$ cat src/rtl/wmps_pkg.sv
// Shared constants, codes and types of the waveform min/max peak store.
package wmps_pkg;

  localparam int STORE_DEPTH = 4096;
  localparam int SAMPLE_BITS = 16;
  localparam int FRAC_BITS   = 16;

  localparam int ADDR_W  = $clog2(STORE_DEPTH);
  localparam int CNT_W   = ADDR_W + 1;
  localparam int DISP_W  = 12;
  localparam int SPB_W   = 13;
  localparam int RANGE_W = 28;
  localparam int BUCKET_MAX = 4096;
  localparam int FILL_W  = $clog2(BUCKET_MAX);
  localparam int PROD_W  = DISP_W + RANGE_W;
  localparam int POS_W   = PROD_W + 1;
  localparam int FR_W    = POS_W - FRAC_BITS;
  localparam int LR_W    = POS_W + 1 - FRAC_BITS;

  localparam int PADDR_W = 4;
  localparam int PDATA_W = 32;

  localparam logic [SPB_W-1:0]   SPB_RESET  = SPB_W'(512);
  localparam logic [RANGE_W-1:0] STEP_RESET = RANGE_W'(65536);

  typedef enum logic [1:0] {
    FUNC_PUSH  = 2'd0,
    FUNC_EOS   = 2'd1,
    FUNC_QUERY = 2'd2,
    FUNC_CLEAR = 2'd3
  } func_t;

  typedef enum logic [1:0] {
    REG_SPB   = 2'd0,
    REG_START = 2'd1,
    REG_STEP  = 2'd2
  } reg_idx_t;

  typedef enum logic [2:0] {
    Q_IDLE,
    Q_ADD,
    Q_FIRST,
    Q_LAST,
    Q_WALK,
    Q_DRAIN,
    Q_RESULT
  } query_state_t;

  typedef struct packed {
    logic [SPB_W-1:0]   spb;
    logic [RANGE_W-1:0] start;
    logic [RANGE_W-1:0] step;
  } cfg_t;

  typedef struct packed {
    logic                          en;
    logic [ADDR_W-1:0]             addr;
    logic signed [SAMPLE_BITS-1:0] min_val;
    logic signed [SAMPLE_BITS-1:0] max_val;
  } mem_wr_t;

  typedef struct packed {
    logic              en;
    logic [ADDR_W-1:0] addr;
  } mem_rd_t;

  typedef struct packed {
    logic [CNT_W-1:0] stored;
    logic             overflow;
  } store_stat_t;

endpackage

$ cat src/rtl/wmps_regs.sv
// Configuration register file behind the APB-style port.
module wmps_regs (
  input  logic                         clk,
  input  logic                         rst,
  input  logic                         psel,
  input  logic                         penable,
  input  logic                         pwrite,
  input  logic [wmps_pkg::PADDR_W-1:0] paddr,
  input  logic [wmps_pkg::PDATA_W-1:0] pwdata,
  output logic [wmps_pkg::PDATA_W-1:0] prdata,
  output logic                         pready,
  output wmps_pkg::cfg_t               cfg
);
  import wmps_pkg::*;

  reg_idx_t idx;
  logic     wr_fire;

  assign idx     = reg_idx_t'(paddr[PADDR_W-1:2]);
  assign pready  = 1'b1;
  assign wr_fire = psel && penable && pwrite;

  always_ff @(posedge clk) begin
    if (rst) begin
      cfg.spb   <= SPB_RESET;
      cfg.start <= '0;
      cfg.step  <= STEP_RESET;
    end else if (wr_fire) begin
      unique case (idx)
        REG_SPB:   cfg.spb   <= pwdata[SPB_W-1:0];
        REG_START: cfg.start <= pwdata[RANGE_W-1:0];
        REG_STEP:  cfg.step  <= pwdata[RANGE_W-1:0];
        default: ;
      endcase
    end
  end

  always_comb begin
    unique case (idx)
      REG_SPB:   prdata = PDATA_W'(cfg.spb);
      REG_START: prdata = PDATA_W'(cfg.start);
      REG_STEP:  prdata = PDATA_W'(cfg.step);
      default:   prdata = '0;
    endcase
  end

endmodule

$ cat config.mk
export PLATFORM = sky130hd
export DESIGN_NAME = wmps_regs
export DESIGN_NICKNAME = d
export VERILOG_FILES = /design/src/rtl/wmps_pkg.sv /design/src/rtl/wmps_regs.sv
export SDC_FILE = /design/constraint.sdc
export NUM_CORES = 1
export LEC_CHECK = 0
export CAP_MARGIN = 20
export CORE_ASPECT_RATIO = 1.25
export CORE_UTILIZATION = 68
export DETAILED_ROUTE_END_ITERATION = 10
export DONT_BUFFER_PORTS = 1
export HOLD_SLACK_MARGIN = 0.02
export PLACE_DENSITY = 0.84
export SYNTH_ARGS = -nofsm -noshare
export SYNTH_HDL_FRONTEND = slang
export SYNTH_SLANG_ARGS = --single-unit
$ cat constraint.sdc
create_clock -name clk -period 2.5 [get_ports clk]
set_clock_uncertainty 0.1 [all_clocks]
set_input_delay 0.125 -clock clk [delete_from_list [all_inputs] [get_ports clk]]
set_output_delay 0.125 -clock clk [all_outputs]
set_load 0.005 [all_outputs]
==> reports/metrics.yaml, run 1 <==
timing:
  layout_worst_path_cycle_share_pct: 78.57
  grt_setup_unrepaired: "false"
  tns_ns: 0
  finalCriticalPeriod_ns: 1.964
  setup_violations: 0
  fmax_ghz: 0.5091
  tightestPinTransition_ns: 0.7546
  final_max_slew_viol_count: 0
  holdWs_ns: 0.05763
  slew_headroom_pct: 49.30
  finalHoldViolCount: 0
floorplanning:
  die_h_um: 79.81
  pin_count: 143
  die_area_um2: 5127
  row_count: 27
  design.core.area_um2: 4527
  start_util_pct: 72.75
  die_w_um: 64.25
routing:
  antenna_left: 0
  drt_iter0_drc: 163
  dr.pass1.iters: 4
  post-route-drc-count: 0
  viasPerCell: 5.873
  num_vias: 2490
  wl_per_cell_um: 18.09
  wl_mm: 7.671
job:
  max_cap_viol_count: 0
synthesis:
  yosysTopAreaCell: "dfxtp_1"
  synthTopCellsByArea: "dfxtp_1, mux2i_1, nand2b_1, a22o_1, o21ai_0"
  synth_seq_cells: 69
  netlist_instances: 332
  syn_area_per_cell_um2: 9.919
  synth.top_cell.area_share_pct: 41.95
  seq_area_frac_synth_pct: 41.95
  synth_warnings: 0
  ys_types: 19
  syn_area_um2: 3293
placed_design:
  hpwl_mm: 4.348
  gp_congestion: 0.6932
  placedCellCount: 368
  port_buffers: 0
global_route:
  grt_first_pass_wirelength_mm: 12.00
  grt-ovfl-total: 0
  grt_max_degree: 94
  grt_use_total_pct: 30.96
  first_global_vias: 2440
  antenna_found_initial: 0
critical_path:
  max_stage_delay_ns: 0.65
  crit_path_max_fanout: 18
  endpoint_kind: "register"
  crit_type: "in2reg"
  cp_cell_sequence: "dlygate4sd3_1 > nor3_1 > mux2i_1 > dlygate4sd3_1"
  worstSetupStartpointType: "primary input"
  cp.arrival_ns: 2.14
  crit_slowest_cell: "nor3_1"
  crit_path_frequent_cell: "dlygate4sd3_1"
  crit_family: "buffers and inverters"
  cp.buffers_inverters: 2
  cp_data_required_time_ns: 2.68
pwr:
  p_leak_nw: 1.641
  power.density_nw_per_um2: 542.1
  vdd_drop_max_mv: 0.4570
layout:
  final_cells: 424
  diodes: 0
  top_regs: "cfg: 69 flops"
  fillers: 269
  drive_gt1_share_pct: 6.011
  final_util_pct: 85.10
  largest-register: "cfg"
  largest_register_ffs: 69
  area_growth_pct: 16.98
  nets: 404
cts:
  htree_levels: 3
  cts_root_buf: "clkbuf_8"
  cts_max_path_buffers: 2
  cts.sinks: 69
  cts_tree: "yes"
  path_clk_slew_ns: 0.07
  numCtsBuffers: 9
  insertion_delay_ns: 0.33
  cts_setup_buffers: 0
min_path:
  hold_path.class: "in2reg"
run_status:
  status: "completed"
==> cells in the mapped netlist (all sizes together) <==
| master | n |
|---|---|
| o21ai | 13 |
| nand2 | 13 |
| conb | 2 |
| nand3 | 1 |
| nand4 | 2 |
| buf | 19 |
| nor3b | 1 |
| a22o | 15 |
| mux2i | 82 |
| dfxtp | 69 |
| nor2 | 4 |
| or3 | 1 |
| nor3 | 1 |
| clkbuf | 12 |
| nand2b | 95 |
| nor2b | 2 |
==> stage by stage <==
stage               worst slack (ns)  power, W  cell area (µm²)
finish                        0.5357  0.002088             3852
floorplan                      1.304  0.001267             3304
detailed placement             1.127  0.001258             3249
global route                  0.4075  0.002156             3852
global placement               1.160  0.001255             3249
CTS                           0.5207  0.002095             3852
==> worst register-to-register path, cell delays in order, from the launching register on <==
cell,delay (ns)
dfxtp_1,0.35
nor2_1,0.13
mux2i_1,0.07
dlygate4sd3_1,0.58
==> power by group <==
group | leakage (nW) | internal [W] | switching, W
logic | 0.996 | 0.0000975 | 0.0000764
registers | 0.557 | 0.00111 | 0.0000151
clock network | 0.0881 | 0.000400 | 0.000386
total | 1.64 | 0.00161 | 0.000477
==> routing by layer <==
metal	vias up	GRT usage, %	wire, µm
li1	1169	-	-
met2	110	52.32	3907
met1	1201	35.44	3149
met3	10	10.43	508
met4	0	12.67	106
met5	-	0	0
==> final cells by class <==
cell class | instances | area, µm² | area share [%]
flip-flops and latches | 69 | 1381 | 35.86
repair buffers | 48 | 483.0 | 12.54
well taps | 58 | 72.57 | 1.884
clock buffers | 12 | 155.1 | 4.027
clock inverters | 2 | 10.01 | 0.2598
multi-input cells | 235 | 1750 | 45.44
==> worst paths after layout <==
| kind | start | endpoint | slack, ns | cells after the start |
|---|---|---|---|---|
| min reg2reg | cfg[49] | cfg[49] | 0.41 | 2 |
| min | paddr[3] | cfg[39] | 0.06 | 3 |
| max reg2reg | cfg[65] | cfg[65] | 1.16 | 3 |
| max | paddr[3] | cfg[65] | 0.54 | 4 |
==> cells in the final DEF, fill, tap and decap left out <==
master / n
nor3b_2: 1
nor3_1: 1
o21ai_0: 13
or3_1: 1
conb_1: 5
dfxtp_1: 69
dlygate4sd3_1: 41
buf_4: 6
a22o_1: 15
nand2_1: 13
nor2b_1: 1
mux2i_1: 82
nand2b_1: 95
nor2b_2: 1
clkbuf_1: 1
buf_16: 1
clkinv_2: 2
nor2_1: 4
nand4_1: 2
nand3_1: 1
clkbuf_8: 11
==> cell families after synthesis <==
kind of cell    synth area share [%]
other cells                   0.2280
flops                          41.95
simple gates                   21.47
compound gates                 5.965
buf+inv                        5.471
mux                            24.92
==> what timing repair did <==
action	4_1_cts	5_1_grt
hold buffers	42	0
resized for setup	0	0
endpoints found under the hold margin	69	0
No activity file was read; power rests on OpenSTA's default activity.
==> run 2, diff against run 1 <==
--- a/config.mk
+++ b/config.mk
@@ -7,11 +7,11 @@
 export LEC_CHECK = 0
 export CAP_MARGIN = 20
 export CORE_ASPECT_RATIO = 1.25
-export CORE_UTILIZATION = 68
+export CORE_UTILIZATION = 63
 export DETAILED_ROUTE_END_ITERATION = 10
 export DONT_BUFFER_PORTS = 1
 export HOLD_SLACK_MARGIN = 0.02
-export PLACE_DENSITY = 0.84
+export PLACE_DENSITY = 0.79
 export SYNTH_ARGS = -nofsm -noshare
 export SYNTH_HDL_FRONTEND = slang
 export SYNTH_SLANG_ARGS = --single-unit
==> constraint.sdc (replaced) <==
create_clock -name clk -period 1.9 [get_ports clk]
set_clock_uncertainty 0.1 [all_clocks]
set_input_delay 0.095 -clock clk [delete_from_list [all_inputs] [get_ports clk]]
set_output_delay 0.095 -clock clk [all_outputs]
set_load 0.005 [all_outputs]
==> run 2 against run 1 <==
Net effect:
- worst setup slack worse by 0.47 ns
- hold slack improved by 0.046 ns
- die area increased by 7.7%
- routed wire length down 4.3%
- final cell count up 0.47%
- register-to-register slack worse by 0.65 ns
- sequential power up 31%
- sequential share of layout area increased by 0.14 points
- cell area fell by 0.39%
- combinational power grew 29%
- core utilization fell by 9.0 points
- global-route usage is 3.7 points lower
- critical path type unchanged
- largest cell class unchanged
- highest routed layer unchanged
==> reports/metrics.yaml, run 2 (synthesis gave the netlist of run 1 again) <==
pwr:
  p_leak_nw: 1.633  # was 1.641 nW
  vdd_drop_max_mv: 0.5360  # was 0.4570 mV
  power.density_nw_per_um2: 712.5  # was 542.1 nW/µm²
  seqPwrFrac_pct: 54.3  # was 54.0%
  p_sw_share_pct: 22.52  # was 22.85%
  p_comb_share_pct: 8.2  # was 8.3%
  p_switching_w: 0.0006157  # was 0.0004771 W
  p_int_w: 0.002118  # was 0.001611 W
  p_clk_share_pct: 37.5  # was 37.6%
floorplanning:
  pin_count: 143  # unchanged
  die_h_um: 82.84  # was 79.81 µm
  design.core.area_um2: 5044  # was 4527 µm²
  row_count: 29  # was 27
  start_util_pct: 65.29  # was 72.75%
  die_w_um: 66.67  # was 64.25 µm
  die_area_um2: 5522  # was 5127 µm²
critical_path:
  worstSetupStartpointType: "primary input"  # unchanged
  crit_type: "in2reg"  # unchanged
  crit_path_max_fanout: 2  # was 18
  r2r_slack_ns: 0.51  # was 1.16 ns
  cp.arrival_ns: 1.94  # was 2.14 ns
  endpoint_kind: "register"  # unchanged
  cp_data_required_time_ns: 2.01  # was 2.68 ns
global_route:
  antenna_found_initial: 0  # unchanged
  grt_first_pass_wirelength_mm: 11.41  # was 12.00 mm
  first_global_vias: 2392  # was 2440
  grt-ovfl-total: 0  # unchanged
  grt_use_total_pct: 27.21  # was 30.96%
  grt_max_degree: 98  # was 94
cts:
  insertion_delay_ns: 0.33  # about the same
  htree_levels: 3  # unchanged
  cts.repair.resized: 0  # unchanged
  numCtsBuffers: 9  # unchanged
  path_clk_slew_ns: 0.07  # about the same
  hold_buffers: 40  # was 42
  cts_tree: "yes"  # unchanged
  cts.sinks: 69  # unchanged
  cts_setup_buffers: 0  # unchanged
  cts_max_path_buffers: 2  # unchanged
  cts_root_buf: "clkbuf_8"  # unchanged
job:
  max_cap_viol_count: 0  # unchanged
placed_design:
  gp_congestion: 0.7438  # was 0.6932
  placedCellCount: 372  # was 368
  post-place-ws_ns: 0.6539  # was 1.127 ns
  hpwl_mm: 4.292  # was 4.348 mm
  placed_cell_area_um2: 3254  # was 3249 µm²
  port_buffers: 0  # unchanged
layout:
  largest-register: "cfg"  # unchanged
  nets: 402  # was 404
  largest_register_ffs: 69  # unchanged
  final_cell_mix: "nand2b_1, mux2i_1, dfxtp_1"  # unchanged
  final_common_cell: "nand2b_1"  # unchanged
  final_util_pct: 76.09  # was 85.10%
  area_growth_pct: 16.53  # was 16.98%
  diodes: 0  # unchanged
  top_regs: "cfg: 69 flops"  # unchanged
  drive_gt1_share_pct: 6.044  # was 6.011%
  fin_area_um2: 3837  # was 3852 µm²
  final_cells: 426  # was 424
timing:
  final_max_slew_viol_count: 0  # unchanged
  tns_ns: 0  # unchanged
  setup_violations: 0  # unchanged
  finalHoldViolCount: 0  # unchanged
  fin_ws_ns: 0.06786  # was 0.5357 ns
  layout_worst_path_cycle_share_pct: 96.43
  grt_setup_unrepaired: "false"  # unchanged
  finalCriticalPeriod_ns: 1.832
  slew_headroom_pct: 63.19  # was 49.30%
  fmax_ghz: 0.5458
  tightestPinTransition_ns: 0.5522  # was 0.7546 ns
min_path:
  hold_path.class: "in2reg"  # unchanged
routing:
  dr.pass1.iters: 4  # unchanged
  viasPerCell: 5.676  # was 5.873
  num_vias: 2418  # was 2490
  drt_iter0_drc: 86  # was 163
  wl_mm: 7.341  # was 7.671 mm
  post-route-drc-count: 0  # unchanged
  antenna_left: 0  # unchanged
  wl_per_cell_um: 17.23  # was 18.09 µm
run_status:
  status: "completed"  # unchanged
## run 2: cell count changes in the layout (fill, tap and decap cells not counted), sizes merged
cell         change
dlygate4sd3      -2
## run 2: critical path: stages
cell and delay [ns]:
dlygate4sd3_1 0.56, nand2b_1 0.07, dlygate4sd3_1 0.54, mux2i_1 0.07, dlygate4sd3_1 0.61
## run 2: layer usage
metal	part of all wire, %	GRT usage [%]	vias up	routed length, µm
li1	-	-	1162	-
met2	53	47.38	90	3878
met5	0	0	-	0
met4	1.4	9.671	0	100
met1	40	31.02	1155	2963
met3	5.4	7.143	11	399
## run 2: area by class of cell
cell class	count	area, µm²
Clock buffer	12	155.1
Tap cell	62	77.57
Fill cell	381	1206
Sequential cell	69	1381
Clock inverter	2	10.01
Timing Repair Buffer	46	462.9
Multi-Input combinational cell	235	1750
## run 2: power by group through the flow
| stage | Sequential (W) | Combinational, W | Clock [W] |
|---|---|---|---|
| 3_3_place_gp | 0.00152 | 0.000136 | 0 |
| 5_1_grt | 0.00149 | 0.000242 | 0.00110 |
| 2_1_floorplan | 0.00151 | 0.000156 | 0 |
| 4_1_cts | 0.00148 | 0.000223 | 0.00104 |
| 3_5_place_dp | 0.00152 | 0.000138 | 0 |
| 6_report | 0.00148 | 0.000225 | 0.00102 |
## run 2: path summary, 6_finish.rpt
check | cells past startpoint | end | start
worst max-delay path | 5 | cfg[44] | pwdata[16]
worst min-delay path | 3 | cfg[16] | rst
worst max register to register | 3 | cfg[44] | cfg[44]
worst min register to register | 2 | cfg[24] | cfg[24]
## run 2: metrics by stage
| stage | hold slack, ns | total power [W] |
|---|---|---|
| CTS | 0.07982 | 0.002745 |
| detailed placement | 0.1704 | 0.001655 |
| finish | 0.1032 | 0.002734 |
| floorplan | 0.1503 | 0.001668 |
| global route | 0.1502 | 0.002829 |
| global placement | 0.1577 | 0.001653 |
