$ cat config.mk
export PLATFORM = sky130hd
export DESIGN_NAME = wmps_query
export DESIGN_NICKNAME = d
export VERILOG_FILES = /design/src/rtl/wmps_pkg.sv /design/src/rtl/wmps_query.sv
export SDC_FILE = /design/constraint.sdc
export NUM_CORES = 1
export LEC_CHECK = 0
export BUFFER_PORTS_ARGS = -buffer_cell sky130_fd_sc_hd__buf_2
export CAP_MARGIN = 10
export CORE_AREA = 2 2 241 243
export CTS_BUF_LIST = sky130_fd_sc_hd__clkbuf_4 sky130_fd_sc_hd__clkbuf_8
export DETAILED_ROUTE_END_ITERATION = 16
export DIE_AREA = 0 0 243 245
export SLEW_MARGIN = 20
export SYNTH_ARGS = -nofsm -noshare
export SYNTH_HDL_FRONTEND = slang
export SYNTH_SLANG_ARGS = --single-unit
$ cat constraint.sdc
create_clock -name clk -period 12.07 [get_ports clk]
set_input_delay 3.621 -clock clk [delete_from_list [all_inputs] [get_ports clk]]
set_output_delay 3.621 -clock clk [all_outputs]
set_load 0.01 [all_outputs]
$ cat src/rtl/wmps_pkg.sv
// Shared constants, codes and types of the waveform min/max peak store.
package wmps_pkg;

  localparam int STORE_DEPTH = 4096;
  localparam int SAMPLE_BITS = 16;
  localparam int FRAC_BITS   = 16;

  localparam int ADDR_W  = $clog2(STORE_DEPTH);
  localparam int CNT_W   = ADDR_W + 1;
  localparam int DISP_W  = 12;
  localparam int SPB_W   = 13;
  localparam int RANGE_W = 28;
  localparam int BUCKET_MAX = 4096;
  localparam int FILL_W  = $clog2(BUCKET_MAX);
  localparam int PROD_W  = DISP_W + RANGE_W;
  localparam int POS_W   = PROD_W + 1;
  localparam int FR_W    = POS_W - FRAC_BITS;
  localparam int LR_W    = POS_W + 1 - FRAC_BITS;

  localparam int PADDR_W = 4;
  localparam int PDATA_W = 32;

  localparam logic [SPB_W-1:0]   SPB_RESET  = SPB_W'(512);
  localparam logic [RANGE_W-1:0] STEP_RESET = RANGE_W'(65536);

  typedef enum logic [1:0] {
    FUNC_PUSH  = 2'd0,
    FUNC_EOS   = 2'd1,
    FUNC_QUERY = 2'd2,
    FUNC_CLEAR = 2'd3
  } func_t;

  typedef enum logic [1:0] {
    REG_SPB   = 2'd0,
    REG_START = 2'd1,
    REG_STEP  = 2'd2
  } reg_idx_t;

  typedef enum logic [2:0] {
    Q_IDLE,
    Q_ADD,
    Q_FIRST,
    Q_LAST,
    Q_WALK,
    Q_DRAIN,
    Q_RESULT
  } query_state_t;

  typedef struct packed {
    logic [SPB_W-1:0]   spb;
    logic [RANGE_W-1:0] start;
    logic [RANGE_W-1:0] step;
  } cfg_t;

  typedef struct packed {
    logic                          en;
    logic [ADDR_W-1:0]             addr;
    logic signed [SAMPLE_BITS-1:0] min_val;
    logic signed [SAMPLE_BITS-1:0] max_val;
  } mem_wr_t;

  typedef struct packed {
    logic              en;
    logic [ADDR_W-1:0] addr;
  } mem_rd_t;

  typedef struct packed {
    logic [CNT_W-1:0] stored;
    logic             overflow;
  } store_stat_t;

endpackage

$ cat src/rtl/wmps_query.sv
// Query sequencer: maps a display bucket to a source range and walks the peak memories.
module wmps_query (
  input  logic                                  clk,
  input  logic                                  rst,
  input  logic                                  start,
  input  logic [wmps_pkg::DISP_W-1:0]           display_index,
  input  wmps_pkg::cfg_t                        cfg,
  input  wmps_pkg::store_stat_t                 stat,
  input  logic signed [wmps_pkg::SAMPLE_BITS-1:0] rd_min,
  input  logic signed [wmps_pkg::SAMPLE_BITS-1:0] rd_max,
  input  logic                                  out_stall,
  output logic                                  busy,
  output wmps_pkg::mem_rd_t                     rd,
  output logic                                  out_valid,
  output logic signed [wmps_pkg::SAMPLE_BITS-1:0] min_peak,
  output logic signed [wmps_pkg::SAMPLE_BITS-1:0] max_peak,
  output logic [wmps_pkg::DISP_W-1:0]           answered_index,
  output logic                                  store_empty,
  output logic                                  store_full
);
  import wmps_pkg::*;

  query_state_t state, state_next;

  logic [PROD_W-1:0] prod;
  logic [POS_W-1:0]  pos;
  logic [POS_W:0]    pos_end;
  logic [FR_W-1:0]   first_raw;
  logic [LR_W-1:0]   last_raw;
  logic [CNT_W-1:0]  first;
  logic [CNT_W-1:0]  first_inc;
  logic [CNT_W-1:0]  end_cnt;
  logic [CNT_W-1:0]  end_clamp;
  logic [CNT_W-1:0]  addr;
  logic [CNT_W-1:0]  n;
  logic [DISP_W-1:0] disp;
  logic              full_q;
  logic              empty_q;
  logic              rd_pend;
  logic              load;
  logic signed [SAMPLE_BITS-1:0] lo;
  logic signed [SAMPLE_BITS-1:0] hi;

  assign busy      = (state != Q_IDLE);
  assign first_raw = pos[POS_W-1:FRAC_BITS];
  assign pos_end   = {1'b0, pos} + (POS_W+1)'(cfg.step);
  assign first_inc = first + CNT_W'(1);

  // The first bucket never exceeds n - 1, so first + 1 never exceeds n.
  always_comb begin
    if (last_raw < LR_W'(first_inc)) end_clamp = first_inc;
    else if (last_raw > LR_W'(n)) end_clamp = n;
    else end_clamp = last_raw[CNT_W-1:0];
  end

  always_ff @(posedge clk) begin
    if (rst) state <= Q_IDLE;
    else state <= state_next;
  end

  always_comb begin
    state_next = state;
    rd.en      = 1'b0;
    rd.addr    = addr[ADDR_W-1:0];
    load       = 1'b0;
    unique case (state)
      Q_IDLE: begin
        if (start) state_next = (stat.stored == '0) ? Q_RESULT : Q_ADD;
      end
      Q_ADD:   state_next = Q_FIRST;
      Q_FIRST: state_next = Q_LAST;
      Q_LAST:  state_next = Q_WALK;
      Q_WALK: begin
        rd.en = 1'b1;
        if (addr + CNT_W'(1) == end_cnt) state_next = Q_DRAIN;
      end
      Q_DRAIN: state_next = Q_RESULT;
      Q_RESULT: begin
        if (!out_valid || !out_stall) begin
          load       = 1'b1;
          state_next = Q_IDLE;
        end
      end
      default: state_next = Q_IDLE;
    endcase
  end

  always_ff @(posedge clk) begin
    if (rst) begin
      rd_pend   <= 1'b0;
      out_valid <= 1'b0;
    end else begin
      rd_pend <= rd.en;
      if (load) out_valid <= 1'b1;
      else if (!out_stall) out_valid <= 1'b0;
    end
  end

  always_ff @(posedge clk) begin
    if (state == Q_IDLE && start) begin
      prod    <= PROD_W'(display_index) * PROD_W'(cfg.step);
      disp    <= display_index;
      n       <= stat.stored;
      full_q  <= stat.overflow;
      empty_q <= (stat.stored == '0);
      lo      <= '0;
      hi      <= '0;
    end
    if (state == Q_ADD) pos <= POS_W'(cfg.start) + POS_W'(prod);
    if (state == Q_FIRST) begin
      if (first_raw > FR_W'(n - CNT_W'(1))) first <= n - CNT_W'(1);
      else first <= first_raw[CNT_W-1:0];
      last_raw <= pos_end[POS_W:FRAC_BITS] + LR_W'(1);
    end
    if (state == Q_LAST) begin
      end_cnt <= end_clamp;
      addr    <= first;
    end
    if (state == Q_WALK) addr <= addr + CNT_W'(1);
    if (rd_pend) begin
      if (rd_min < lo) lo <= rd_min;
      if (rd_max > hi) hi <= rd_max;
    end
    if (load) begin
      min_peak       <= lo;
      max_peak       <= hi;
      answered_index <= disp;
      store_empty    <= empty_q;
      store_full     <= full_q;
    end
  end

endmodule

==> summary.md, run 1 <==
| Metric | Value |
|---|---|
| Synth warnings | 0 |
| DRT antenna net count | 0 |
| Final worst-path cycle share | 0.821 |
| Global-route wire length before repair | about 100,000 um |
| Placer Congestion | between 0.9 and 1 |
| Latest clock arrival within the worst-skew pair | 600 ps |
| CTS tree | yes |
| Mapped Area | about 25,000 um2 |
| Pre-CTS WS | around 1500 ps |
| Final wirelength | between 60,000 and 70,000 um |
| Hold Path Class | flip-flop to flip-flop |
| Critical path cell sequence | buf_2 > nand2_1 > fa_1 > fa_1 > inv_1 > fa_1 > fa_1 > inv_1 > fa_1 > inv_1 > ha_1 > and3_1 > and3_1 > a21oi_1 > o31ai_1 > a211oi_2 > a21oi_1 > o221ai_1 > o31ai_1 > a21oi_1 > o21ai_1 > xnor2_1 |
| Crit path time final | 9910 ps |
| Num CTS Buffers | 45 |
| Wire per inst | 17.3 um |
| Fin area | 27,800 um2 |
| Largest net degree at the start of global routing | 50 |
| Final Hold Fails | 0 |
| Die Y-Extent | around 250 um |
| Register area share after synthesis | 0.289 |
| RSZ-0062 raised after global routing | false |
| Number of synthesized register bits | around 260 |
| IO Pins | roughly 190 |
| Reg clk slew, reported paths | approximately 70 ps |
| PortBufs | between 150 and 200 |
| Prevailing post-synth register cell | edfxtp_1 |
| CP peak stage delay | between 500 and 600 ps |
| Vias | 18,700 |
| Iter 0 DRT Violations | 865 |
| Fmax | slightly above 100 MHz |
| Setup TNS | 0 ps |
| Fin nets | 3,328 |
| FP Rows | 88 |
| Clock Path Buffers | 3 |
| Crit Path Max Fanout | 29 |
| P_leak | 12.5 nW |
| Gate Count Post-Synth | 2,592 |
| Post-route DRC | 0 |
| CTS H-tree depth | 2 |
| Rel. slew slack | 0.239 |
| Layout Utilization | 0.487 |
| Crit path required time | about 12,000 ps |
| Slowest library cell on the worst path | fa_1 |
| Crit Path Class | primary input to flip-flop |
| Post-Syn Nets | approximately 3,200 |
| Max Slew Vio Count | 0 |
| Async SR Flop Fraction | 0 |
| PwrDens | approximately 230 nW/um2 |
| Initial antenna violation count | 4 |
| TritonRoute pass-1 iters | 5 |
| CP arrival | between 10,000 and 15,000 ps |
| Layout area overhead | 9.75% |
| Placed Area | 26,800 um2 |
| CTS resizes | 0 |
| Core Area | 57,000 um2 |
| CP top delay family | adder cells |
| Vias in the first global route | just under 20,000 |
| Most common cell after layout, fill and taps aside | inv_1 |
| Crit path buf inv count | 4 |
| Yosys cell types | slightly below 80 |
| Grt total ovfl | 0 |
| Peak supply drop | 0.181 mV |
| Worst Setup End Kind | flip-flop |
| Post-CTS Setup Inserts | 0 |
| Post-synth EDFFs | ~220 |
| Clock Tree Root | clkbuf_8 |
| Post-route setup slack | 2160 ps |
| Max-cap viol count | 0 |
| Mean number of vias per cell | around 5.3 |
| HPWL after DPL | 47,900 um |
| WHS | a little over 400 ps |
| Setup violations, final | 0 |
| Share of cells above drive strength 1 | 0.108 |
| Clock sink count | 256 |
| CP startpoint kind | primary input |
| Die ar. | around 60,000 um2 |
| Final setup skew | between 30 and 40 ps |
| Most frequent cells in the layout | inv_1, nand2_1, fa_1 |
| Slew at the pin with the worst max-slew slack | ~1100 ps |
| Initial Util | 0.443 |
| DIE WIDTH | 243 um |
| GRT Util Overall | 0.209 |
| Cell mode on critical path | fa_1 |
| Status | finished, final reports clean |
| Average footprint of a synthesized cell | just under 10 um2 |
| Hold-fix buffers at CTS | 0 |
==> kinds of logic after synthesis <==
family / share of synthesized area
AOI/OAI and AO/OA: 0.0970
xor gates and xnor gates: 0.0498
adders and majority gates: 0.315
buffers and inverters: 0.0781
DFF: 0.289
muxes: 0.0228
and+or+nand+nor: 0.148
==> synth_stat cells, drive strengths merged (5+ instances only) <==
master / instances / area share
a21o: 43 / 0.013
or3: 23 / 0.0057
xor2: 54 / 0.019
and2: 100 / 0.025
fa: 261 / 0.21
nand2b: 19 / 0.0047
ha: 218 / 0.11
and3: 13 / 0.0032
or2: 5 / 0.0013
inv: 403 / 0.060
nor3: 24 / 0.0048
mux2i: 56 / 0.022
nor2b: 23 / 0.0057
o311ai: 18 / 0.0062
o21a: 36 / 0.011
o21bai: 8 / 0.0024
nor2: 82 / 0.012
nand4: 33 / 0.0082
nor4: 14 / 0.0035
a211oi: 16 / 0.0051
nand3b: 5 / 0.0015
and4: 5 / 0.0017
edfxtp: 219 / 0.26
xnor2: 88 / 0.031
nand3: 55 / 0.011
a31oi: 23 / 0.0059
dfxtp: 37 / 0.029
o21ai: 68 / 0.014
o31ai: 9 / 0.0029
nand2: 368 / 0.055
o211ai: 8 / 0.0031
a21oi: 97 / 0.020
clkbuf: 87 / 0.013
buf: 22 / 0.0053
==> through the flow <==
stage / std cells / total power [mW]
after floorplan: 2592 / 4.62
after global placement: 3436 / 5.42
after detailed placement: 3436 / 5.50
after CTS: 3520 / 6.39
after global routing: 3522 / 7.03
final: 3524 / 6.34
==> worst reg2reg max path, stage by stage (launching register included) <==
cell      delay [ps]
edfxtp_1         490
nor4_1           690
nand3_1          290
or3_1            640
ha_1             400
a21o_1           160
a21o_1           160
a21oi_1          170
o21ai_0          150
o31ai_1          250
a211oi_1          80
o22ai_1          150
buf_4            270
mux2i_1          270
==> power by group <==
group          internal (mW)  total (mW)  switching (mW)
sequential              1.35        1.46           0.108
clock                  0.485       0.857           0.372
combinational           1.70        4.03            2.33
total                   3.54        6.34            2.81
==> final cells by class <==
cell class	count	area, um2
Fill cell	5400	29300
Multi-Input combinational cell	1824	16000
Sequential cell	256	7320
Inverter	403	1510
Timing Repair Buffer	188	966
Tap cell	765	957
Clock buffer	61	777
Clock inverter	23	190
Antenna cell	4	10.0
==> metal layers <==
metal  GRT usage  share of wire  vias up
li1            -              -     8873
met1       0.264           0.43     9245
met2       0.365           0.49      480
met3      0.0351          0.059      104
met4      0.0642          0.026        0
met5           0              0        -
==> final timing paths <==
path / startpoint / to / slack [ps] / depth (start not counted)
setup / recovery: display_index[5] / prod[39] / 2160 / 22
hold / removal: disp[4] / answered_index[4] / 410 / 0
setup reg to reg: n[4] / first[2] / 7710 / 13
hold reg to reg: disp[4] / answered_index[4] / 410 / 0
==> registers in the layout, indices dropped and copies added, names as in the netlist, 13 cells and up <==
register / count
pos: 41
end_cnt: 13
n: 13
first: 13
addr: 13
lo: 16
hi: 16
last_raw: 26
max_peak: 16
min_peak: 16
prod: 40
No activity file was read; power rests on OpenSTA's default activity.
==> run 2: changes to the inputs <==
clock period = 10.3 ns   (was 12.07 ns; I/O delays follow)
==> run 2 against run 1 <==
- non-clock buffer count grew 6
- wire length grew 0.22%
- worst hold slack lost 7.2 ps
- critical path depth grew 1
- clock skew grew 11 ps
- sequential share of layout area is essentially flat
- first-iteration DRC count shrank 6.6%
- sequential power grew 17%
- die area is the same
- count of clock-buffer cells in the layout grew 2
- global-route usage is essentially flat
- largest cell class unchanged
- highest routed layer unchanged
==> summary.md, run 2 (synthesized netlist as in run 1, its figures left out) <==
| Metric | Value |
|---|---|
| Metal2 WL | 29,500 um (about the same) |
| DRT met1 WL | 26,900 um (was 26,100 um) |
| Sequential share of power | 0.230 (about the same) |
| Placed Area | 26,800 um2 (about the same) |
| Critical path launch point | display_index[7] (was display_index[5]) |
| Global-route wire length before repair | 101,000 um (was 100,000 um) |
| Placer Congestion | 0.886 (was 0.902) |
| Iter 0 DRT Violations | 808 (was 865) |
| Clock sink count | 256 (unchanged) |
| Clock Tree Root | clkbuf_8 (unchanged) |
| Vias | 18,700 (about the same) |
| Switch share | 0.440 (was 0.442) |
| Fmax | about 110 MHz |
| PortBufs | 178 (unchanged) |
| HPWL after DPL | 48,400 um (was 47,900 um) |
| Fin nets | 3,333 (was 3,328) |
| CP startpoint kind | primary input (unchanged) |
| Grt total ovfl | 0 (unchanged) |
| Crit Path Class | primary input to flip-flop (unchanged) |
| Hold-fix buffers at CTS | 0 (unchanged) |
| Layout area overhead | 9.89% (was 9.75%) |
| Latest clock arrival within the worst-skew pair | 590 ps (was 600 ps) |
| Pint | 4.16 mW (was 3.54 mW) |
| DIE WIDTH | 243 um (unchanged) |
| R2R Path End | first[12] (was first[2]) |
| Top flop regs | pos (41), prod (40), last_raw (26) (unchanged) |
| Most common cell after layout, fill and taps aside | inv_1 (unchanged) |
| Max FFs per register | 41 (unchanged) |
| Final worst-path cycle share | 0.883 |
| Clock Path Buffers | 3 (unchanged) |
| Core Area | 57,000 um2 (unchanged) |
| Crit path time final | between 9000 and 10,000 ps |
| Die ar. | 59,500 um2 (unchanged) |
| Most frequent cells in the layout | inv_1, nand2_1, fa_1 (unchanged) |
| Crit Path Max Fanout | 29 (unchanged) |
| Max Slew Vio Count | 0 (unchanged) |
| RSZ-0062 raised after global routing | false (unchanged) |
| Largest register by flop count | pos (unchanged) |
| CTS H-tree depth | 2 (unchanged) |
| Final wirelength | 60,900 um (was 60,800 um) |
| Final setup skew | 47.7 ps (was 36.7 ps) |
| Max-cap viol count | 0 (unchanged) |
| Setup TNS | 0 ps (unchanged) |
| Clock share of power | 0.135 (about the same) |
| CP arrival | 9420 ps (was 10,240 ps) |
| Crit path required time | 10,620 ps (was 12,400 ps) |
| Final cell count without fillers | 3,527 (was 3,524) |
| Met3 wire len | 2770 um (was 3590 um) |
| Highest metal used | met4 (unchanged) |
| Reg2Reg Setup Slack | 6040 ps (was 7710 ps) |
| Worst reg-to-reg path cell count | 13 (unchanged) |
| Worst Setup End Kind | flip-flop (unchanged) |
| Wire per inst | 17.3 um (about the same) |
| IO Pins | 192 (unchanged) |
| Vias in the first global route | 19,800 (was 19,600) |
| Reg2reg start | n[4] (unchanged) |
| Status | finished, final reports clean (unchanged) |
| WHS | 403 ps (was 410 ps) |
| Fillers | 5,349 (was 5,400) |
| Slew at the pin with the worst max-slew slack | 1160 ps (was 1140 ps) |
| Total power | 7.43 mW (was 6.34 mW) |
| Post-CTS Setup Inserts | 0 (unchanged) |
| Hold Path Class | flip-flop to flip-flop (unchanged) |
| CTS resizes | 0 (unchanged) |
| Initial Util | 0.443 (unchanged) |
| Peak supply drop | 0.200 mV (was 0.181 mV) |
| Reg clk slew, reported paths | 70 ps (about the same) |
| Final Hold Fails | 0 (unchanged) |
| Crit path to | prod[39] (unchanged) |
| P_leak | 12.5 nW (about the same) |
| Placed Cells | 3,442 (was 3,436) |
| Setup violations, final | 0 (unchanged) |
| CTS tree | yes (unchanged) |
| TritonRoute pass-1 iters | 4 (was 5) |
| Mean number of vias per cell | 5.29 (was 5.31) |
| GRT Util Overall | 0.209 (about the same) |
| Comb power frac | 0.635 (about the same) |
| PwrDens | 267 nW/um2 (was 229 nW/um2) |
| Sw power | 3.27 mW (was 2.81 mW) |
| Rel. slew slack | 0.227 (was 0.239) |
| Largest net degree at the start of global routing | 50 (unchanged) |
| Pre-CTS WS | 662 ps (was 1490 ps) |
| DRT antenna net count | 0 (unchanged) |
| Layout Utilization | 0.487 (about the same) |
| Share of cells above drive strength 1 | 0.110 (was 0.108) |
| Post-route DRC | 0 (unchanged) |
| Die Y-Extent | 245 um (unchanged) |
| FP Rows | 88 (unchanged) |
| Initial antenna violation count | 3 (was 4) |
| Num CTS Buffers | 44 (was 45) |
| Fin area | 27,800 um2 (about the same) |
| Post-route setup slack | 1200 ps (was 2160 ps) |
[run 2: how the worst min path moves through the flow]
stage	from	to	cells past startpoint
2_1_floorplan	disp[0]	answered_index[0]	0
3_3_place_gp	disp[8]	answered_index[8]	0
3_5_place_dp	empty_q	store_empty	0
4_1_cts	disp[4]	answered_index[4]	0
5_1_grt	disp[4]	answered_index[4]	0
6_report	disp[4]	answered_index[4]	0
[run 2: final cells by class]
cell class,instances,area (um2),area share
Antenna cell,4,10.0,0.000360
Clock buffer,63,786,0.0283
Sequential cell,256,7320,0.263
Tap cell,765,957,0.0344
Clock inverter,18,173,0.00621
Timing Repair Buffer,194,1010,0.0364
Inverter,403,1510,0.0544
Multi-Input combinational cell,1824,16000,0.577
[run 2: power groups by stage]
stage / Clock, mW / Combinational, mW / Sequential, mW
2_1_floorplan: 0 / 3.72 / 1.68
3_3_place_gp: 0 / 4.62 / 1.73
3_5_place_dp: 0 / 4.71 / 1.73
4_1_cts: 1.04 / 4.74 / 1.71
5_1_grt: 1.08 / 5.40 / 1.73
6_report: 1.00 / 4.72 / 1.71
[run 2: worst max-delay path, stage by stage]
cell	delay (ps)
buf_2	480
nand2_1	160
fa_1	520
inv_1	50
fa_1	460
fa_1	530
fa_1	550
inv_1	50
fa_1	530
inv_1	40
ha_1	370
and3_1	210
and3_1	180
a21oi_1	330
o31ai_1	260
a211oi_2	420
a21oi_1	170
o221ai_1	220
buf_4	190
o31ai_1	80
a21oi_1	230
o21ai_1	130
xnor2_1	130
[run 2: per-layer routing]
| layer | track usage | vias to the layer above |
|---|---|---|
| met3 | 0.0285 | 113 |
| met4 | 0.0754 | 0 |
| met5 | 0 | - |
| met1 | 0.271 | 9254 |
| met2 | 0.358 | 413 |
| li1 | - | 8883 |
