===== src/rtl/wmps_pkg.sv =====
// Shared constants, codes and types of the waveform min/max peak store.
package wmps_pkg;

  localparam int STORE_DEPTH = 4096;
  localparam int SAMPLE_BITS = 16;
  localparam int FRAC_BITS   = 16;

  localparam int ADDR_W  = $clog2(STORE_DEPTH);
  localparam int CNT_W   = ADDR_W + 1;
  localparam int DISP_W  = 12;
  localparam int SPB_W   = 13;
  localparam int RANGE_W = 28;
  localparam int BUCKET_MAX = 4096;
  localparam int FILL_W  = $clog2(BUCKET_MAX);
  localparam int PROD_W  = DISP_W + RANGE_W;
  localparam int POS_W   = PROD_W + 1;
  localparam int FR_W    = POS_W - FRAC_BITS;
  localparam int LR_W    = POS_W + 1 - FRAC_BITS;

  localparam int PADDR_W = 4;
  localparam int PDATA_W = 32;

  localparam logic [SPB_W-1:0]   SPB_RESET  = SPB_W'(512);
  localparam logic [RANGE_W-1:0] STEP_RESET = RANGE_W'(65536);

  typedef enum logic [1:0] {
    FUNC_PUSH  = 2'd0,
    FUNC_EOS   = 2'd1,
    FUNC_QUERY = 2'd2,
    FUNC_CLEAR = 2'd3
  } func_t;

  typedef enum logic [1:0] {
    REG_SPB   = 2'd0,
    REG_START = 2'd1,
    REG_STEP  = 2'd2
  } reg_idx_t;

  typedef enum logic [2:0] {
    Q_IDLE,
    Q_ADD,
    Q_FIRST,
    Q_LAST,
    Q_WALK,
    Q_DRAIN,
    Q_RESULT
  } query_state_t;

  typedef struct packed {
    logic [SPB_W-1:0]   spb;
    logic [RANGE_W-1:0] start;
    logic [RANGE_W-1:0] step;
  } cfg_t;

  typedef struct packed {
    logic                          en;
    logic [ADDR_W-1:0]             addr;
    logic signed [SAMPLE_BITS-1:0] min_val;
    logic signed [SAMPLE_BITS-1:0] max_val;
  } mem_wr_t;

  typedef struct packed {
    logic              en;
    logic [ADDR_W-1:0] addr;
  } mem_rd_t;

  typedef struct packed {
    logic [CNT_W-1:0] stored;
    logic             overflow;
  } store_stat_t;

endpackage


===== src/rtl/wmps_accum.sv =====
// Bucket accumulator: running min/max, fill count and store bookkeeping.
module wmps_accum (
  input  logic                                  clk,
  input  logic                                  rst,
  input  logic                                  in_fire,
  input  wmps_pkg::func_t                       func,
  input  logic signed [wmps_pkg::SAMPLE_BITS-1:0] sample,
  input  logic [wmps_pkg::SPB_W-1:0]            spb,
  output wmps_pkg::mem_wr_t                     wr,
  output wmps_pkg::store_stat_t                 stat
);
  import wmps_pkg::*;

  logic signed [SAMPLE_BITS-1:0] run_min;
  logic signed [SAMPLE_BITS-1:0] run_max;
  logic signed [SAMPLE_BITS-1:0] new_min;
  logic signed [SAMPLE_BITS-1:0] new_max;
  logic [FILL_W-1:0] fill;
  logic [SPB_W-1:0]  fill_inc;
  logic [SPB_W-1:0]  len;
  logic [CNT_W-1:0]  stored;
  logic              overflow;
  logic push, closing, clearing, full;

  // A zero length acts as one, anything above the maximum as the maximum.
  always_comb begin
    if (spb == '0) len = SPB_W'(1);
    else if (spb > SPB_W'(BUCKET_MAX)) len = SPB_W'(BUCKET_MAX);
    else len = spb;
  end

  assign new_min  = (sample < run_min) ? sample : run_min;
  assign new_max  = (sample > run_max) ? sample : run_max;
  assign fill_inc = {1'b0, fill} + SPB_W'(1);
  assign push     = in_fire && (func == FUNC_PUSH);
  assign clearing = in_fire && (func == FUNC_CLEAR);
  assign closing  = (push && (fill_inc >= len)) ||
                    (in_fire && (func == FUNC_EOS) && (fill != '0));
  assign full     = (stored == CNT_W'(STORE_DEPTH));

  assign wr.en      = closing && !full;
  assign wr.addr    = stored[ADDR_W-1:0];
  assign wr.min_val = push ? new_min : run_min;
  assign wr.max_val = push ? new_max : run_max;

  assign stat.stored   = stored;
  assign stat.overflow = overflow;

  always_ff @(posedge clk) begin
    if (rst || clearing) begin
      run_min  <= '0;
      run_max  <= '0;
      fill     <= '0;
      stored   <= '0;
      overflow <= 1'b0;
    end else if (closing) begin
      run_min <= '0;
      run_max <= '0;
      fill    <= '0;
      if (full) overflow <= 1'b1;
      else stored <= stored + CNT_W'(1);
    end else if (push) begin
      run_min <= new_min;
      run_max <= new_max;
      fill    <= fill_inc[FILL_W-1:0];
    end
  end

endmodule


===== config.mk =====
export PLATFORM = sky130hd
export DESIGN_NAME = wmps_accum
export DESIGN_NICKNAME = d
export VERILOG_FILES = /design/src/rtl/wmps_pkg.sv /design/src/rtl/wmps_accum.sv
export SDC_FILE = /design/constraint.sdc
export NUM_CORES = 1
export LEC_CHECK = 0
export BUFFER_PORTS_ARGS = -buffer_cell sky130_fd_sc_hd__buf_2
export CORE_UTILIZATION = 38
export DETAILED_ROUTE_END_ITERATION = 8
export SYNTH_ARGS = -nofsm -noshare
export SYNTH_HDL_FRONTEND = slang
export SYNTH_SLANG_ARGS = --single-unit

===== constraint.sdc =====
create_clock -name clk -period 6.36 [get_ports clk]
set_input_delay 0.954 -clock clk [delete_from_list [all_inputs] [get_ports clk]]
set_output_delay 0.954 -clock clk [all_outputs]
set_load 0.005 [all_outputs]

==> summary.md, run 1 <==
| Metric | Value |
|---|---|
| Commonest non-fill, non-tap cell in the layout | buf_2 |
| Die ar. | 11600 sq um |
| Worst Path Arrival | roughly 3.5 ns |
| Leak | 2.31 nW |
| I/O pin total | 93 |
| Slew Limit Fails | 0 |
| Synthesized area | 4230 sq um |
| WP depth | 9 |
| Placer Congestion | 0.857 |
| Area taken by multi-input logic gates | 2710 sq um |
| TNS Setup | 0 ns |
| Initial Utilization | between 30% and 40% |
| Core Region | 10800 sq um |
| HP Class | reg2reg |
| Hold_sp | overflow |
| Primary FF master, synth | dfxtp_1 |
| Dpl ws | 2.01 ns |
| Synthesis Warnings | 0 |
| Final WL | ~10000 microns |
| Sequential cell area fraction in the yosys report | approximately 27% |
| Final core occ | 45.2% |
| Max Root-Sink Buffers | 2 |
| Critical path class | in2out |
| Detail Placement HPWL | 7950 microns |
| Ant. Diodes | 0 |
| Crit Path Max Fanout | 15 |
| Crit path launch type | input port |
| Post-CTS Resized | 0 |
| Power Dens Cells | 174 nW/um^2 |
| Setup crit end kind | output pin |
| Worst vdd ir | 0.0000974 V |
| Worst Clk Skew | between 0.01 and 0.015 ns |
| Slowest cell on crit path | a21boi_2 |
| Unrepaired setup endpoints after global routing | no |
| Cells after Synth | ~550 |
| Mapped Nets | 631 |
| R2r startpoint | fill[2] |
| FP Rows | 38 |
| FF-to-FF path depth | 12 |
| Library cells used by synthesis | 51 |
| Synth top area share | between 20% and 30% |
| DR vias/cell | 5.30 |
| Worst path top cell family by delay | compound AO/OA/AOI/OAI gates |
| Post-cts hold buffer count | 0 |
| Residual DRC | 2 |
| Fmax | 226 MHz |
| #FFs+latches synth | 58 |
| Clock Latency Late Sink | 0.35 ns |
| DRT iter0 DRCs | 144 |
| Post-CTS Setup Inserts | 0 |
| Slew margin rel. | 36.8% |
| Maxcap violations | 0 |
| Final Cycle Share | 69.5% |
| Grt ovf | 0 |
| Outcome | complete, but fails checks |
| Max stage delay on crit path | 0.75 ns |
| R2R Setup Slk | 3.02 ns |
| Port bufs | 92 |
| CTS Root Cell | clkbuf_8 |
| Avg WL per Cell | 13.6 microns |
| Ys async rst share | 0% |
| FF-to-FF End | run_max[14] |
| CP most frequent cell | buf_2 |
| EDFF count, synth | 0 |
| Final WS setup | 1.94 ns |
| Hold Crit Endpoint | overflow |
| DIE HEIGHT | 107 microns |
| Total power | 0.852 mW |
| CP bufs+invs | 2 |
| Avg Inst Size Synth | 7.70 sq um |
| Largest net degree at the start of global routing | 45 |
| Min Tclk post-route | 4.42 ns |
| Worst slew pin tran | 0.943 ns |
| Final count of hold timing violations | 0 |
| Clk slew on worst S/H paths | about 0.060 ns |
| ANT nets after route | 0 |
| CTS H-tree lvls | 3 |
| Failing checks | design-rule violations |
| First-pass GRT wire length | about 17000 microns |
| Initial antenna violation count | 0 |
| Synth area leader | dfxtp_1 |
| Num CTS Buffers | 9 |
| Layout Nets | 703 |
| CTS Sinks | 58 |
| Vias in the first global route | 3647 |
| CTS tree | done |
| Final setup viols | 0 |
| Hold Path Cell Cnt | 2 |
| First-pass DRT Iterations | 6 |
| Total number of vias | 4057 |
| Die W | around 110 microns |
| Proportion of layout cells with a drive suffix above 1 | between 20% and 30% |
| Sequential Area | 1160 sq um |
| Layout area overhead | 16.0% |
| Critical-path cell list | buf_2 > ha_1 > a21o_1 > a2111oi_2 > and3_1 > a21boi_2 > o21ai_0 > nand2_1 > buf_2 |
| Req. time, crit path | about 5.4 ns |
| Commonest non-fill, non-tap cells in the layout | 92 x buf_2, 74 x nand2_1, 58 x dfxtp_1, 53 x a21oi_1, 48 x ha_1 |
| Fillers | 1128 |
| Synth area leaders | dfxtp_1 27%, ha_1 14%, nand2_1 6.6%, a21oi_1 6.3%, nand3_1 4.9% |
| GRT Overall Usage | 18.4% |
-- routing by layer --
metal	global-route usage (%)	part of all wire, %
met5	0	0
met2	28.3	45
met4	7.63	1.6
met3	3.75	3.9
met1	24.8	50
-- cell usage after synthesis (4+ instances only) --
cell type and instances:
dfxtp_1 58, inv_1 43, buf_2 9, a31oi_1 7
nand4_1 11, buf_4 14, and3_1 10, nand2b_1 6
o21ai_0 22, nor3_1 4, xnor2_1 9, a211oi_1 5
a31o_2 4, nor2_1 39, xor2_1 13, nand2_1 74
o21ai_2 11, nor4b_1 4, a21oi_1 53, and4_1 5
nand3_1 41, ha_1 48, nor4_1 4, a41o_1 4
clkbuf_1 11
-- final cells by class --
cell class / count / share of cell area (%)
clock buffers: 11 / 3.09
clock inverters: 5 / 1.07
inverters: 43 / 3.29
multi-input cells: 413 / 55.3
flip-flops and latches: 58 / 23.7
well taps: 140 / 3.57
repair buffers: 96 / 10.0
-- power by group --
part	switching, mW	leakage, nW	internal (mW)	total, mW
registers	0.00311	0.468	0.368	0.371
clock network	0.154	0.105	0.200	0.354
logic	0.0768	1.74	0.0492	0.126
total	0.234	2.31	0.618	0.852
-- worst max-delay path by stage --
stage | startpoint | to | slack, ns
3_5_place_dp | sample[13] | wr[19] | 2.01
6_report | sample[13] | wr[19] | 1.94
5_1_grt | sample[13] | wr[18] | 1.77
2_1_floorplan | sample[7] | wr[21] | 2.74
3_3_place_gp | sample[13] | wr[19] | 2.03
4_1_cts | sample[13] | wr[19] | 2.00
-- registers in the layout, indices dropped and copies added, names as in the netlist --
signal	count
run_min	16
fill	12
overflow	1
run_max	16
stored	13
-- stage by stage --
| step | hold WS (ns) | area, sq um | instances |
|---|---|---|---|
| finish | 0.482 | 4900 | 766 |
| global placement | 0.478 | 4700 | 750 |
| detailed placement | 0.477 | 4700 | 750 |
| floorplan | 0.438 | 4230 | 549 |
| CTS | 0.494 | 4900 | 766 |
| global route | 0.522 | 4900 | 766 |
-- worst min-delay path, stage by stage, from the launching register on --
cell	delay [ns]
dfxtp_1	0.34
a21oi_1	0.04
nor2_1	0.07
-- logic make-up (layout without fill, tap and decap cells) --
group                      count (synthesis)  count (layout)  synth area share [%]
xor gates and xnor gates                  22              22                  4.56
and+or+nand+nor                          209             209                  23.9
DFF                                       58              58                  27.5
muxes                                      3               3                 0.710
buffers and inverters                     78             155                  8.46
AOI/OAI and AO/OA                        131             131                  20.7
adders and majority gates                 48              48                  14.2
(Power assumes the default switching activity.)
==> run 2: changes to the inputs <==
==> constraint.sdc (replaced) <==
create_clock -name clk -period 3.93 [get_ports clk]
set_input_delay 0.5895 -clock clk [delete_from_list [all_inputs] [get_ports clk]]
set_output_delay 0.5895 -clock clk [all_outputs]
set_load 0.005 [all_outputs]
==> run 2 against run 1 <==
The flow still finishes with violations (design-rule violations). Register-to-register slack worse by 2.4 ns. Combinational power rose by 63%. Sequential share of layout area shrank 0.14 points. Flip-flop and latch count unchanged. Power increased by 64%. Final cell count increased by 0.39%. Clock power is 67% higher. Via count rose by 1.5%. Setup slack lost 1.7 ns. Die area unchanged. First-iteration DRC count is 2.1% higher. Critical endpoint is now wr[44].
==> summary.md, run 2 (synthesis gave the netlist of run 1 again) <==
| Metric | Value |
|---|---|
| CTS Root Cell | clkbuf_8 |
| Slew Limit Fails | 0 |
| Power Dens Cells | 284 nW/um^2 |
| Proportion of layout cells with a drive suffix above 1 | 22.3% |
| Power share of the clock group | 42.3% |
| Die W | 107 microns |
| Slew margin rel. | 53.7% |
| Switching share of power | 27.3% |
| DRT iter0 DRCs | 147 |
| Ant. Diodes | 0 |
| Clock Latency Late Sink | 0.34 ns |
| I/O pin total | 93 |
| Fmax | 273 MHz |
| Commonest non-fill, non-tap cell in the layout | buf_2 |
| Residual DRC | 2 |
| Layout area overhead | 16.7% |
| Combinational power share | 14.8% |
| Avg WL per Cell | 14.0 microns |
| Detail Placement HPWL | slightly above 8000 microns |
| Largest net degree at the start of global routing | 45 |
| Max Root-Sink Buffers | 2 |
| Final non-filler cell total | 769 |
| Final hold slack | around 0.5 ns |
| Vias in the first global route | 3791 |
| Unrepaired setup endpoints after global routing | no |
| Commonest non-fill, non-tap cells in the layout | 92 x buf_2, 74 x nand2_1, 58 x dfxtp_1, 53 x a21oi_1, 48 x ha_1 |
| Clk slew on worst S/H paths | 0.07 ns |
| FP Rows | 38 |
| GRT Overall Usage | 19.7% |
| DR vias/cell | 5.36 |
| Grt ovf | 0 |
| Top Registers | run_max: 16 flops, run_min: 16 flops, stored: 13 flops |
| Critical path class | reg2out |
| FF-to-FF path depth | 12 |
| Post-CTS Setup Inserts | 0 |
| Outcome | complete, but fails checks |
| Final Cycle Share | 93.3% |
| First-pass GRT wire length | 17900 microns |
| Req. time, crit path | 3.34 ns |
| Num CTS Buffers | 9 |
| Total power | 1.40 mW |
| Placed Cells | 754 |
| Psw | roughly 0.38 mW |
| Crit path launch type | register |
| Post-cts hold buffer count | 0 |
| Area taken by multi-input logic gates | 2710 sq um |
| Port bufs | 92 |
| Failing checks | design-rule violations |
| Final setup viols | 0 |
| Crit Path Max Fanout | 6 |
| Die ar. | between 10000 and 15000 sq um |
| CTS Sinks | 58 |
| CTS tree | done |
| Sequential Area | between 1000 and 1500 sq um |
| First-pass DRT Iterations | 6 |
| CTS H-tree lvls | 3 |
| HP Class | reg2reg |
| Placer Congestion | around 0.84 |
| Min Tclk post-route | 3.67 ns |
| Final count of hold timing violations | 0 |
| ANT nets after route | 0 |
| Setup crit end kind | output pin |
| Final WL | 10700 microns |
| Worst Path Arrival | between 3 and 4 ns |
| Core Region | 10800 sq um |
| Initial Utilization | 39.0% |
| Worst slew pin tran | 0.695 ns |
| TNS Setup | 0 ns |
| Layout Nets | about 710 |
| Maxcap violations | 0 |
| Pint | 1.02 mW |
| Fillers | 1108 |
| Total number of vias | slightly above 4000 |
| Flop pwr share | a little over two fifths |
| DIE HEIGHT | 107 microns |
| Worst vdd ir | 0.000140 V |
| Initial antenna violation count | 0 |
| Leak | 2.33 nW |
| Hold Path Cell Cnt | 2 |
| Worst Clk Skew | ~0.007 ns |
==> run 2: cell types whose count changed in the layout (fill, tap and decap cells not counted) <==
cell,previous run,this run
clkinvlp_4,1,0
buf_4,4,8
clkbuf_1,0,1
clkbuf_8,11,12
clkinv_2,3,1
==> run 2: final cells by class <==
cell class	count	area share, %
timing repair buffer	100	10.6
clock buffer	13	3.42
tap	140	3.55
sequential	58	23.5
multi-input combinational	413	54.9
clock inverter	2	0.710
inverter	43	3.27
==> run 2: power by group through the flow <==
stage	clock (mW)	sequential [mW]	combinational (mW)
floorplan	0	0.613	0.129
global placement	0	0.614	0.201
detailed placement	0	0.615	0.206
CTS	0.607	0.601	0.208
global route	0.635	0.602	0.235
finish	0.592	0.601	0.206
==> run 2: path summary, 6_finish.rpt <==
kind	start	endpoint	slack, ns
hold reg to reg	stored[12]	stored[12]	0.49
setup / recovery	fill[2]	wr[44]	0.26
setup reg to reg	fill[2]	run_min[3]	0.65
hold / removal	stored[12]	stored[12]	0.49
==> run 2: timing repair <==
item,CTS,global route
setup endpoints to repair,0,1
resized for setup,0,0
hold endpoints to repair,0,0
==> run 2: worst max-delay path, cell delays in order (launching register included) <==
cell	delay (ns)
dfxtp_1	0.43
and3_1	0.27
and4_1	0.33
nand4_1	0.14
xnor2_1	0.16
ha_1	0.33
a21oi_1	0.17
o211ai_2	0.16
a2111oi_4	0.39
a211oi_2	0.18
buf_2	0.17
==> run 2: through the flow <==
step           instance area (sq um)  util (%)  worst slack [ns]
2_1_floorplan                   4230         -             0.885
3_5_place_dp                    4730      43.6             0.509
3_3_place_gp                    4730      43.6             0.552
5_1_grt                         4930      45.5          0.000599
4_1_cts                         4930      45.5             0.182
6_report                        4930      45.5             0.263
==> run 2: metal layers <==
metal / wire [microns] / part of all wire (%) / GRT usage, %
met1: 5340 / 50 / 27.2
met2: 4780 / 44 / 30.8
met3: 474 / 4.4 / 3.63
met4: 146 / 1.4 / 6.07
met5: 0 / 0 / 0
==> run 3: changes to the inputs <==
--- a/config.mk
+++ b/config.mk
@@ -7,7 +7,10 @@
 export LEC_CHECK = 0
 export BUFFER_PORTS_ARGS = -buffer_cell sky130_fd_sc_hd__buf_2
 export CORE_UTILIZATION = 38
+export CTS_BUF_LIST = sky130_fd_sc_hd__clkbuf_4
 export DETAILED_ROUTE_END_ITERATION = 8
+export GPL_TIMING_DRIVEN = 0
 export SYNTH_ARGS = -nofsm -noshare
 export SYNTH_HDL_FRONTEND = slang
 export SYNTH_SLANG_ARGS = --single-unit
+export TNS_END_PERCENT = 1
==> run 3 against run 2 <==
The run still ends with design-rule violations left. Utilization up 1.2 points. Combinational power grew 3%. Critical path type unchanged. Non-clock buffer count up 28. Maximum frequency shrank 0.60%. Clock-buffer cell count stayed put. Critical path depth rose by 1. Highest routed layer unchanged.
==> summary.md, run 3 (synthesis gave the netlist of run 1 again) <==
| Metric | Value |
|---|---|
| Outcome | complete, but fails checks |
| Failing checks | design-rule violations |
| Commonest non-fill, non-tap cells in the layout | 101 x buf_2, 74 x nand2_1, 56 x dfxtp_1, 53 x a21oi_1, 48 x ha_1 |
| First-pass GRT wire length | between 15000 and 20000 microns |
| Die ar. | 11600 sq um |
| Final core occ | 46.7% |
| Avg WL per Cell | between 10 and 15 microns |
| Max stage delay on crit path | ~0.5 ns |
| Crit Path Max Fanout | 5 |
| Num CTS Buffers | 9 |
| Slew Limit Fails | 0 |
| CTS Sinks | 58 |
| Worst slew pin tran | between 0.5 and 0.6 ns |
| Switching share of power | 27.8% |
| Leak | 2.43 nW |
| Residual DRC | 4 |
| Final count of hold timing violations | 0 |
| Total number of vias | 4220 |
| Final setup viols | 0 |
| Commonest non-fill, non-tap cell in the layout | buf_2 |
| ANT nets after route | 0 |
| Crit path launch type | register |
| DR vias/cell | 5.28 |
| FP Rows | 38 |
| Worst vdd ir | 0.000153 V |
| GRT Overall Usage | 19.6% |
| Initial Utilization | 39.0% |
| Cell area after layout | 5060 sq um |
| Power share of the clock group | between 30% and 40% |
| Setup crit end kind | output pin |
| CTS Root Cell | clkbuf_4 |
| I/O pin total | 93 |
| CTS H-tree lvls | 3 |
| Top Registers | run_max: 16 flops, run_min: 16 flops, stored: 13 flops |
| Slowest cell on crit path | a2111oi_4 |
| Core Region | 10800 sq um |
| First-pass DRT Iterations | 6 |
| CTS tree | done |
| Critical path class | reg2out |
| Port bufs | 92 |
| DRT iter0 DRCs | 147 |
| Worst Path Arrival | 3.10 ns |
| Combinational power share | 15.9% |
| Maxcap violations | 0 |
| Slew margin rel. | ~62% |
| Psw | around 0.37 mW |
| Power Dens Cells | 264 nW/um^2 |
| Placed inst area | 4860 sq um |
| Final WL | 11100 microns |
| Req. time, crit path | 3.34 ns |
| DIE HEIGHT | 107 microns |
| Pint | 0.965 mW |
| Final Cycle Share | around 94% |
| Clock Latency Late Sink | 0.41 ns |
| Fmax | 271 MHz |
| TNS Setup | 0 ns |
| Die W | 107 microns |
| CP most frequent cell | ha_1 |
| Proportion of layout cells with a drive suffix above 1 | 25.4% |
| Flop pwr share | ~45% |
| Layout area overhead | 19.8% |
| HP Class | in2reg |
| Max Root-Sink Buffers | 2 |
| Layout Nets | 735 |
| Critical-path cell list | ha_1 > and3_1 > nand3_2 > nor2_2 > xor2_1 > ha_1 > nand4_1 > o211ai_2 > a2111oi_4 > a211oi_2 > buf_2 |
| Vias in the first global route | 3831 |
| Largest net degree at the start of global routing | 11 |
| Unrepaired setup endpoints after global routing | no |
| Detail Placement HPWL | 8700 microns |
| Worst Clk Skew | 0.00973 ns |
| Min Tclk post-route | ~3.7 ns |
| Initial antenna violation count | 0 |
| Clk slew on worst S/H paths | 0.11 ns |
| Placer Congestion | 0.835 |
| Grt ovf | 0 |
-- run 3: cell types whose count changed in the layout (fill, tap and decap cells not counted), moves of 2 or more --
cell / previous run / this run
dfxtp_2: 0 / 2
clkbuf_8: 12 / 0
buf_4: 8 / 16
clkbuf_2: 0 / 2
dfxtp_1: 58 / 56
clkbuf_4: 0 / 13
clkbuf_1: 1 / 9
buf_2: 92 / 101
-- run 3: final cells by class --
class | count | area, sq um
fillers | 1152 | 5780
multi-input cells | 413 | 2730
flip-flops and latches | 58 | 1160
repair buffers | 94 | 475
plain buffers | 34 | 194
well taps | 140 | 175
inverters | 43 | 161
clock buffers | 13 | 97.6
clock inverters | 3 | 63.8
diodes | 1 | 2.50
-- run 3: per-layer routing --
metal	GRT usage [%]	part of all wire, %	vias up	wire length (microns)
li1	-	-	2143	-
met1	25.6	49	1980	5420
met2	32.0	47	84	5190
met5	0	0	-	0
met3	3.45	3.8	13	425
met4	7.63	1.0	0	112
-- run 3: power by group through the flow --
stage | combinational (mW) | clock [mW] | sequential [mW]
after floorplan | 0.129 | 0 | 0.613
after global placement | 0.203 | 0 | 0.614
after detailed placement | 0.209 | 0 | 0.615
after CTS | 0.211 | 0.538 | 0.601
after global routing | 0.239 | 0.561 | 0.602
final | 0.212 | 0.523 | 0.601
-- run 3: critical path: cells and delay by family, from the launching register on --
kind	cells	cell delay, ns
DFF	1	0.38
adders and majority gates	2	0.49
and+or+nand+nor	4	0.64
xor gates and xnor gates	1	0.22
AOI/OAI and AO/OA	3	0.81
buffers and inverters	1	0.16
-- run 3: final timing paths --
path | start | endpoint | slack, ns | cells past startpoint
worst min-delay path | sample[5] | run_min[5] | 0.47 | 3
worst max-delay path | fill[0] | wr[44] | 0.24 | 11
worst min register to register | overflow | overflow | 0.48 | 2
worst max register to register | fill[0] | run_max[14] | 0.57 | 14
-- run 3: metrics by stage --
stage	worst slack [ns]	instances	hold WS [ns]	power, mW
CTS	0.0462	797	0.435	1.35
finish	0.241	799	0.473	1.34
floorplan	0.885	549	0.438	0.742
detailed placement	0.341	781	0.457	0.824
global placement	0.380	781	0.455	0.818
global route	0.0112	798	0.448	1.40
-- run 3: repair_timing --
item | CTS | global route
pin swaps | 1 | 2
resized for setup | 0 | 10
hold buffers | 0 | 0
buffers inserted | 0 | 2
setup endpoints to repair | 1 | 6
